`src/rtl/gpr_pkg.sv`:
```
// gpr_pkg: shared types and constants for the glyph pixel to RGBA converter.
// Holds the word structs, the mode codes and the stage struct of the divider pipe.
// No dependencies.
package gpr_pkg;

  localparam logic [7:0] CHAN_MAX     = 8'hFF;
  localparam logic [7:0] MONO_TOP_BIT = 8'h80;
  localparam int unsigned NUM_CHAN    = 3;
  localparam int unsigned DIV_STEPS   = 4;

  typedef enum logic [1:0] {
    MODE_GREY = 2'd0,
    MODE_MONO = 2'd1,
    MODE_BGRA = 2'd2,
    MODE_BAD  = 2'd3
  } gpr_mode_e;

  typedef struct packed {
    gpr_mode_e   mode;
    logic [31:0] src_word;
    logic [2:0]  bit_index;
  } gpr_in_t;

  typedef struct packed {
    logic [7:0] red_out;
    logic [7:0] green_out;
    logic [7:0] blue_out;
    logic [7:0] alpha_out;
    logic       is_bgra;
    logic       format_error;
  } gpr_out_t;

  // channel 0 blue, 1 green, 2 red
  typedef struct packed {
    logic [NUM_CHAN-1:0][15:0] rem;
    logic [14:0]               dvs;
    logic [NUM_CHAN-1:0][7:0]  quo;
    logic [NUM_CHAN-1:0]       sat;
    logic                      use_div;
    logic [7:0]                fix_rgb;
    logic [7:0]                alpha;
    logic                      is_bgra;
    logic                      format_error;
  } gpr_stage_t;

endpackage

```
`src/rtl/glyph_pixel_to_rgba.sv`:
```
// glyph_pixel_to_rgba: top level of the glyph pixel to straight-alpha RGBA8 converter.
// Depends on gpr_pkg, gpr_front, gpr_div_step and gpr_back.
//
// Use:
//   Input channel in_valid_i / in_stall_o / in_word_i carries one source pixel per word
//   (mode, src_word, bit_index). Output channel out_valid_o / out_stall_i / out_word_o
//   carries one RGBA word per input word, in order. A word moves on a rising edge with
//   valid high and stall low.
//   From acceptance to the result word being shown, a word passes through six
//   register stages: one decode stage, four divider stages that each settle two quotient
//   bits of the un-premultiply division, and the output register.
//   Throughput is one word per cycle; the pipeline takes a new word every cycle while
//   the receiver does not stall.
//   When the receiver stalls, the stall backs up stage by stage; empty stages still
//   fill, so words are accepted until the pipe is full. Nothing is lost or repeated.
//   Reset clears all stage valid bits; the block is ready straight after reset.
module glyph_pixel_to_rgba (
  input  logic              clk_i,
  input  logic              rst_ni,
  input  logic              in_valid_i,
  output logic              in_stall_o,
  input  gpr_pkg::gpr_in_t  in_word_i,
  output logic              out_valid_o,
  input  logic              out_stall_i,
  output gpr_pkg::gpr_out_t out_word_o
);

  logic [gpr_pkg::DIV_STEPS:0]                stg_valid;
  logic [gpr_pkg::DIV_STEPS:0]                stg_stall;
  gpr_pkg::gpr_stage_t [gpr_pkg::DIV_STEPS:0] stg_word;

  gpr_front u_front (
    .clk_i   (clk_i),
    .rst_ni  (rst_ni),
    .valid_i (in_valid_i),
    .stall_o (in_stall_o),
    .word_i  (in_word_i),
    .valid_o (stg_valid[0]),
    .stall_i (stg_stall[0]),
    .word_o  (stg_word[0])
  );

  for (genvar s = 0; s < gpr_pkg::DIV_STEPS; s++) begin : g_div
    gpr_div_step u_step (
      .clk_i   (clk_i),
      .rst_ni  (rst_ni),
      .valid_i (stg_valid[s]),
      .stall_o (stg_stall[s]),
      .word_i  (stg_word[s]),
      .valid_o (stg_valid[s+1]),
      .stall_i (stg_stall[s+1]),
      .word_o  (stg_word[s+1])
    );
  end

  gpr_back u_back (
    .clk_i   (clk_i),
    .rst_ni  (rst_ni),
    .valid_i (stg_valid[gpr_pkg::DIV_STEPS]),
    .stall_o (stg_stall[gpr_pkg::DIV_STEPS]),
    .word_i  (stg_word[gpr_pkg::DIV_STEPS]),
    .valid_o (out_valid_o),
    .stall_i (out_stall_i),
    .word_o  (out_word_o)
  );

endmodule

```
`src/rtl/gpr_front.sv`:
```
// gpr_front: first pipeline stage; decodes the mode and forms the numerators.
// Depends on gpr_pkg.
module gpr_front (
  input  logic                clk_i,
  input  logic                rst_ni,
  input  logic                valid_i,
  output logic                stall_o,
  input  gpr_pkg::gpr_in_t    word_i,
  output logic                valid_o,
  input  logic                stall_i,
  output gpr_pkg::gpr_stage_t word_o
);

  logic                valid_q;
  gpr_pkg::gpr_stage_t word_q, word_d;
  logic                load;

  assign load    = !valid_q || !stall_i;
  assign stall_o = !load;
  assign valid_o = valid_q;
  assign word_o  = word_q;

  always_comb begin
    logic [7:0]  a;
    logic [7:0]  c;
    logic [15:0] n;
    a = word_i.src_word[31:24];
    word_d = '0;
    word_d.dvs = {a, 7'b0};
    for (int i = 0; i < gpr_pkg::NUM_CHAN; i++) begin
      c = word_i.src_word[8*i +: 8];
      n = ({c, 8'h00} - {8'h00, c}) + {9'b0, a[7:1]};
      word_d.rem[i] = n;
      word_d.sat[i] = (n >= {a, 8'h00});
    end
    case (word_i.mode)
      gpr_pkg::MODE_GREY: begin
        word_d.fix_rgb = gpr_pkg::CHAN_MAX;
        word_d.alpha   = word_i.src_word[7:0];
      end
      gpr_pkg::MODE_MONO: begin
        word_d.fix_rgb = gpr_pkg::CHAN_MAX;
        word_d.alpha   = ((word_i.src_word[7:0] & (gpr_pkg::MONO_TOP_BIT >> word_i.bit_index))
                          != 8'h00) ? gpr_pkg::CHAN_MAX : 8'h00;
      end
      gpr_pkg::MODE_BGRA: begin
        // zero alpha takes the fixed path with black
        word_d.use_div = (a != 8'h00);
        word_d.alpha   = a;
        word_d.is_bgra = 1'b1;
      end
      default: begin
        word_d.format_error = 1'b1;
      end
    endcase
  end

  always_ff @(posedge clk_i or negedge rst_ni) begin
    if (!rst_ni) begin
      valid_q <= 1'b0;
    end else if (load) begin
      valid_q <= valid_i;
    end
  end

  always_ff @(posedge clk_i) begin
    if (load) begin
      word_q <= word_d;
    end
  end

endmodule

```
`src/rtl/gpr_div_step.sv`:
```
// gpr_div_step: one divider stage; two restoring quotient bits per colour channel.
// Depends on gpr_pkg.
module gpr_div_step (
  input  logic                clk_i,
  input  logic                rst_ni,
  input  logic                valid_i,
  output logic                stall_o,
  input  gpr_pkg::gpr_stage_t word_i,
  output logic                valid_o,
  input  logic                stall_i,
  output gpr_pkg::gpr_stage_t word_o
);

  logic                valid_q;
  gpr_pkg::gpr_stage_t word_q, word_d;
  logic                load;

  assign load    = !valid_q || !stall_i;
  assign stall_o = !load;
  assign valid_o = valid_q;
  assign word_o  = word_q;

  always_comb begin
    logic [14:0] d0;
    logic [14:0] d1;
    logic [15:0] r;
    logic [7:0]  q;
    d0 = word_i.dvs;
    d1 = word_i.dvs >> 1;
    word_d = word_i;
    word_d.dvs = word_i.dvs >> 2;
    for (int i = 0; i < gpr_pkg::NUM_CHAN; i++) begin
      r = word_i.rem[i];
      q = word_i.quo[i];
      if (r >= {1'b0, d0}) begin
        r = r - {1'b0, d0};
        q = {q[6:0], 1'b1};
      end else begin
        q = {q[6:0], 1'b0};
      end
      if (r >= {1'b0, d1}) begin
        r = r - {1'b0, d1};
        q = {q[6:0], 1'b1};
      end else begin
        q = {q[6:0], 1'b0};
      end
      word_d.rem[i] = r;
      word_d.quo[i] = q;
    end
  end

  always_ff @(posedge clk_i or negedge rst_ni) begin
    if (!rst_ni) begin
      valid_q <= 1'b0;
    end else if (load) begin
      valid_q <= valid_i;
    end
  end

  always_ff @(posedge clk_i) begin
    if (load) begin
      word_q <= word_d;
    end
  end

endmodule

```
`src/rtl/gpr_back.sv`:
```
// gpr_back: output stage; applies saturation and selects the result word.
// Depends on gpr_pkg.
module gpr_back (
  input  logic                clk_i,
  input  logic                rst_ni,
  input  logic                valid_i,
  output logic                stall_o,
  input  gpr_pkg::gpr_stage_t word_i,
  output logic                valid_o,
  input  logic                stall_i,
  output gpr_pkg::gpr_out_t   word_o
);

  logic              valid_q;
  gpr_pkg::gpr_out_t word_q, word_d;
  logic              load;
  logic [gpr_pkg::NUM_CHAN-1:0][7:0] chan;

  assign load    = !valid_q || !stall_i;
  assign stall_o = !load;
  assign valid_o = valid_q;
  assign word_o  = word_q;

  always_comb begin
    for (int i = 0; i < gpr_pkg::NUM_CHAN; i++) begin
      if (!word_i.use_div) begin
        chan[i] = word_i.fix_rgb;
      end else if (word_i.sat[i]) begin
        chan[i] = gpr_pkg::CHAN_MAX;
      end else begin
        chan[i] = word_i.quo[i];
      end
    end
    word_d.blue_out     = chan[0];
    word_d.green_out    = chan[1];
    word_d.red_out      = chan[2];
    word_d.alpha_out    = word_i.alpha;
    word_d.is_bgra      = word_i.is_bgra;
    word_d.format_error = word_i.format_error;
  end

  always_ff @(posedge clk_i or negedge rst_ni) begin
    if (!rst_ni) begin
      valid_q <= 1'b0;
    end else if (load) begin
      valid_q <= valid_i;
    end
  end

  always_ff @(posedge clk_i) begin
    if (load) begin
      word_q <= word_d;
    end
  end

endmodule
```
`config.mk`:
```
export PLATFORM = sky130hd
export DESIGN_NAME = glyph_pixel_to_rgba
export DESIGN_NICKNAME = d
export VERILOG_FILES = /design/src/rtl/gpr_pkg.sv /design/src/rtl/glyph_pixel_to_rgba.sv /design/src/rtl/gpr_front.sv /design/src/rtl/gpr_div_step.sv /design/src/rtl/gpr_back.sv
export SDC_FILE = /design/constraint.sdc
export NUM_CORES = 1
export LEC_CHECK = 0
export BUFFER_PORTS_ARGS = -buffer_cell sky130_fd_sc_hd__buf_2
export CAP_MARGIN = 10
export CORE_UTILIZATION = 55
export DETAILED_ROUTE_END_ITERATION = 7
export GPL_ROUTABILITY_DRIVEN = 0
export PLACE_DENSITY = 0.72
export SKIP_CTS_REPAIR_TIMING = 1
export SYNTH_ARGS = -nofsm -noshare
export SYNTH_HDL_FRONTEND = slang
export SYNTH_SLANG_ARGS = --single-unit
```
`constraint.sdc`:
```
create_clock -name clk_i -period 5.25 [get_ports clk_i]
set_input_delay 0 -clock clk_i [delete_from_list [all_inputs] [get_ports clk_i]]
set_output_delay 0 -clock clk_i [all_outputs]
set_load 0.05 [all_outputs]
```
==> flow_metrics.tcl <==
set metrics [dict create \
    run_status "finished with violations" \
    failed_checks "hold timing" \
    synth_xor_area_share_pct 5.498 \
    period_needed_ns 4.866 \
    drt-initial-drc-count 1077 \
    cts-root-buf "sky130_fd_sc_hd__clkbuf_16" \
    antenna_found_initial 0 \
    synthToLayoutAreaGrowth_pct 13.12 \
    yosys_register_bits 399 \
    tritoncts_num_sinks 399 \
    max-vdd-ir-drop_mv 0.4064 \
    die_width_um 219.3 \
    timing.critical_path.from "u_front.word_o[54]" \
    cts.path.max_buffers 3 \
    first_global_vias 18180 \
    clock_transition_time_at_the_flip_flop_clock_pins_of_the_worst_setup_and_hold_paths_ns 0.07 \
    post-route-drc-count 0 \
    post_synth_and_or_nand_nor_area_fraction_pct 13.54 \
    tritoncts "yes" \
    floorplan.die.height_um 219.3 \
    synth.yosys.seq_area_share_pct 46.03 \
    global_route_usage_over_all_layers_pct 23.75 \
    grt_pass1_wl_um 91070 \
    area_of_the_mapped_netlist_um2 25970 \
    compound_gate_fraction_of_synth_area_pct 13.51 \
    post-route-worst-setup-slack_ns 0.3845 \
    pin_count_of_the_biggest_net_entering_global_routing 77 \
    yosys.area_share.adder_pct 13.27 \
    routed_wire_length_per_instance_um 17.79 \
    setup_slack_of_the_most_critical_reg_to_reg_path_ns 0.38 \
    postRouteWirelength_um 56890 \
    holdWs_ns -0.01035 \
    numCtsBuffers 43 \
    critical_path_class "flip-flop to flip-flop" \
    drive_gt1_share_pct 11.93 \
    regToRegEndpoint "g_div[0].u_step.word_o[68]" \
    clk_latency_ns 0.59 \
    floorplan.initialDensity_pct 55.77 \
    post_synth_mux_area_share_pct 5.055 \
    finalSetupViolCount 0 \
    timing.critical_path.to "g_div[0].u_step.word_o[68]" \
    floorplan.core_area_um2 46560 \
    pwr_density_cell_nw_per_um2 693.7 \
    diodes 0 \
    placement.io_buffers 76 \
    drv.max_cap_violation_count 0 \
    total_number_of_h_tree_levels 2 \
    worstSetupStartpointType "flip-flop" \
    drt.antenna.violating_nets 0 \
    synth_area_per_cell_um2 10.90 \
    synth.yosys.warnings 0 \
    timing.critical_path.arrival_ns 5.20 \
    place_hpwl_um 43620 \
    std_cell_rows 79 \
    yosysTopAreaCellShare_pct 45.45 \
    floorplan.io_pins 77 \
    floorplan_die_area_um2 48080 \
    max_slew.worst_pin.slew_ns 1.085 \
    cellLeakagePower_nw 11.99 \
    r2r.worst_path.cells 19 \
    nNetsFinal 2859 \
    synth.lib_cells_used.distinct 84 \
    reg2reg_from "u_front.word_o[54]" \
    dp_slack_ns 0.3441 \
    route.vias.total 18700 \
    clk_skew_ns 0.03244 \
    ffs_w_async_s_r_synth_pct 1.504 \
    post_synth_main_area_contributors "sky130_fd_sc_hd__edfxtp_1 45%, sky130_fd_sc_hd__ha_1 11%, sky130_fd_sc_hd__xnor2_1 3.5%" \
    dominant_combinational_cell_family_by_area_after_synthesis "simple AND/OR/NAND/NOR gates" \
    worst-endpoint-required_ns 5.59 \
    synth_flop_cell "sky130_fd_sc_hd__edfxtp_1" \
    timing.fmax_ghz 0.2055 \
    timing.final.hold_violations 1 \
    grt_overflow 0 \
    crit_path_end_kind "flip-flop" \
    max_transition_margin_pct 27.66 \
    syn_inst 2382 \
    final_clock_period_utilization_by_the_worst_path_pct 92.68 \
    hold_path.class "primary input to flip-flop" \
    detail_route.vias_per_cell 5.848 \
    firstDrtPassIters 6 \
    syn-num-nets 2684 \
    synthDominantAreaCellType "sky130_fd_sc_hd__edfxtp_1" \
    cp_max_fo 11 \
    count_of_flip_flops_with_a_built_in_enable_after_synthesis 393 \
    slew_violations 0 \
]
-- report_power, final --
group | total, mW | internal, mW | leakage, nW | switching (mW)
clock | 3.36 | 2.08 | 0.776 | 1.28
combinational | 11.3 | 5.10 | 7.20 | 6.19
sequential | 5.72 | 5.10 | 4.01 | 0.625
-- worst max-delay path, cell delays in order, from the launching register on --
cell and delay (ns):
sky130_fd_sc_hd__edfxtp_1 0.38, sky130_fd_sc_hd__inv_1 0.23, sky130_fd_sc_hd__buf_4 0.22, sky130_fd_sc_hd__ha_1 0.25, sky130_fd_sc_hd__nor2b_1 0.14, sky130_fd_sc_hd__o21a_1 0.18
sky130_fd_sc_hd__o21ai_0 0.34, sky130_fd_sc_hd__a211oi_1 0.13, sky130_fd_sc_hd__a211oi_1 0.25, sky130_fd_sc_hd__buf_4 0.23, sky130_fd_sc_hd__mux2i_1 0.29, sky130_fd_sc_hd__ha_1 0.33
sky130_fd_sc_hd__nand2_1 0.09, sky130_fd_sc_hd__nand2_1 0.05, sky130_fd_sc_hd__a21oi_1 0.29, sky130_fd_sc_hd__o22ai_1 0.14, sky130_fd_sc_hd__nor2_1 0.21, sky130_fd_sc_hd__o31a_1 0.21
sky130_fd_sc_hd__o2111a_2 0.29, sky130_fd_sc_hd__mux2_2 0.37
-- cell usage after synthesis (13+ instances only) --
library cell,number
sky130_fd_sc_hd__o31ai_1,19
sky130_fd_sc_hd__edfxtp_1,393
sky130_fd_sc_hd__fa_1,24
sky130_fd_sc_hd__nor3_1,65
sky130_fd_sc_hd__nand4_1,40
sky130_fd_sc_hd__a21o_1,55
sky130_fd_sc_hd__nor2b_1,62
sky130_fd_sc_hd__o21ai_0,142
sky130_fd_sc_hd__o21a_1,53
sky130_fd_sc_hd__a21boi_0,18
sky130_fd_sc_hd__nand2b_1,40
sky130_fd_sc_hd__a31oi_1,13
sky130_fd_sc_hd__ha_1,237
sky130_fd_sc_hd__or3_1,17
sky130_fd_sc_hd__mux2_2,58
sky130_fd_sc_hd__nor4_1,25
sky130_fd_sc_hd__nand2_1,130
sky130_fd_sc_hd__clkbuf_1,22
sky130_fd_sc_hd__mux2i_1,43
sky130_fd_sc_hd__inv_1,173
sky130_fd_sc_hd__and3_1,13
sky130_fd_sc_hd__nor2_1,192
sky130_fd_sc_hd__xnor2_1,105
sky130_fd_sc_hd__a21oi_1,149
sky130_fd_sc_hd__a211oi_1,15
sky130_fd_sc_hd__xor2_1,58
sky130_fd_sc_hd__o31a_1,17
sky130_fd_sc_hd__or4_1,16
sky130_fd_sc_hd__nand3_1,22
-- cell usage in the layout, fill, tap and decap left out, types with 55 or more instances in the layout --
cell / count
sky130_fd_sc_hd__xnor2_1: 105
sky130_fd_sc_hd__nor3_1: 65
sky130_fd_sc_hd__o21ai_0: 141
sky130_fd_sc_hd__nor2b_1: 62
sky130_fd_sc_hd__buf_2: 76
sky130_fd_sc_hd__inv_1: 170
sky130_fd_sc_hd__nor2_1: 192
sky130_fd_sc_hd__xor2_1: 58
sky130_fd_sc_hd__edfxtp_1: 393
sky130_fd_sc_hd__a21oi_1: 149
sky130_fd_sc_hd__mux2_2: 58
sky130_fd_sc_hd__nand2_1: 127
sky130_fd_sc_hd__ha_1: 237
sky130_fd_sc_hd__a21o_1: 55
-- through the flow --
stage	instance area (µm²)	std cells	TNS (ns)	util, %	power (mW)
2_1_floorplan	25970	2382	0	-	14.53
3_3_place_gp	27340	3077	0	58.72	16.40
3_5_place_dp	27340	3077	0	58.72	16.85
6_report	29370	3197	0	63.09	20.38
4_1_cts	28940	3155	0	62.17	20.33
5_1_grt	29370	3197	-0.02181	63.09	21.97
-- logic make-up after synthesis --
| logic type | after synthesis |
|---|---|
| and+or+nand+nor | 684 |
| AOI/OAI and AO/OA | 552 |
| DFF | 399 |
| adders and majority gates | 261 |
| buffers and inverters | 208 |
| xor gates and xnor gates | 163 |
| muxes | 115 |
-- area by class of cell --
| cell class | instances | area [µm²] |
|---|---|---|
| clock inverter | 33 | 511.7 |
| sequential | 399 | 11950 |
| timing repair buffer | 164 | 1146 |
| tap | 607 | 759.5 |
| inverter | 174 | 654.4 |
| multi-input combinational | 1775 | 13260 |
| clock buffer | 45 | 1094 |
| fill | 3600 | 17180 |
-- metal layers --
metal  part of all wire [%]  track usage, %  up-vias
met3                    4.2           2.758      136
met5                      0               0        -
met1                     43           30.18     8813
met2                     48           40.66      531
met4                    4.5           10.53        0
li1                       -               -     9215
-- worst min-delay path by stage --
| stage | start | to | slack, ns | cells after the start |
|---|---|---|---|---|
| 2_1_floorplan | rst_ni | g_div[0].u_step.valid_o | -0.30 | 0 |
| 3_3_place_gp | rst_ni | u_front.valid_o | -0.18 | 1 |
| 3_5_place_dp | rst_ni | g_div[0].u_step.valid_o | -0.17 | 1 |
| 4_1_cts | rst_ni | u_back.valid_o | -0.81 | 1 |
| 5_1_grt | in_word_i[21] | u_front.word_o[103] | 0.01 | 4 |
| 6_report | in_word_i[21] | u_front.word_o[103] | -0.01 | 4 |
-- flip-flops by register name (all words and copies together) (netlist names) --
| name | count |
|---|---|
| g_div.u_step.word_o | 288 |
| u_front.word_o | 71 |
| u_back.word_o | 34 |
| g_div.u_step.valid_o | 4 |
| u_back.valid_o | 1 |
| u_front.valid_o | 1 |
Note: power is estimated with default switching activity, not from simulation.
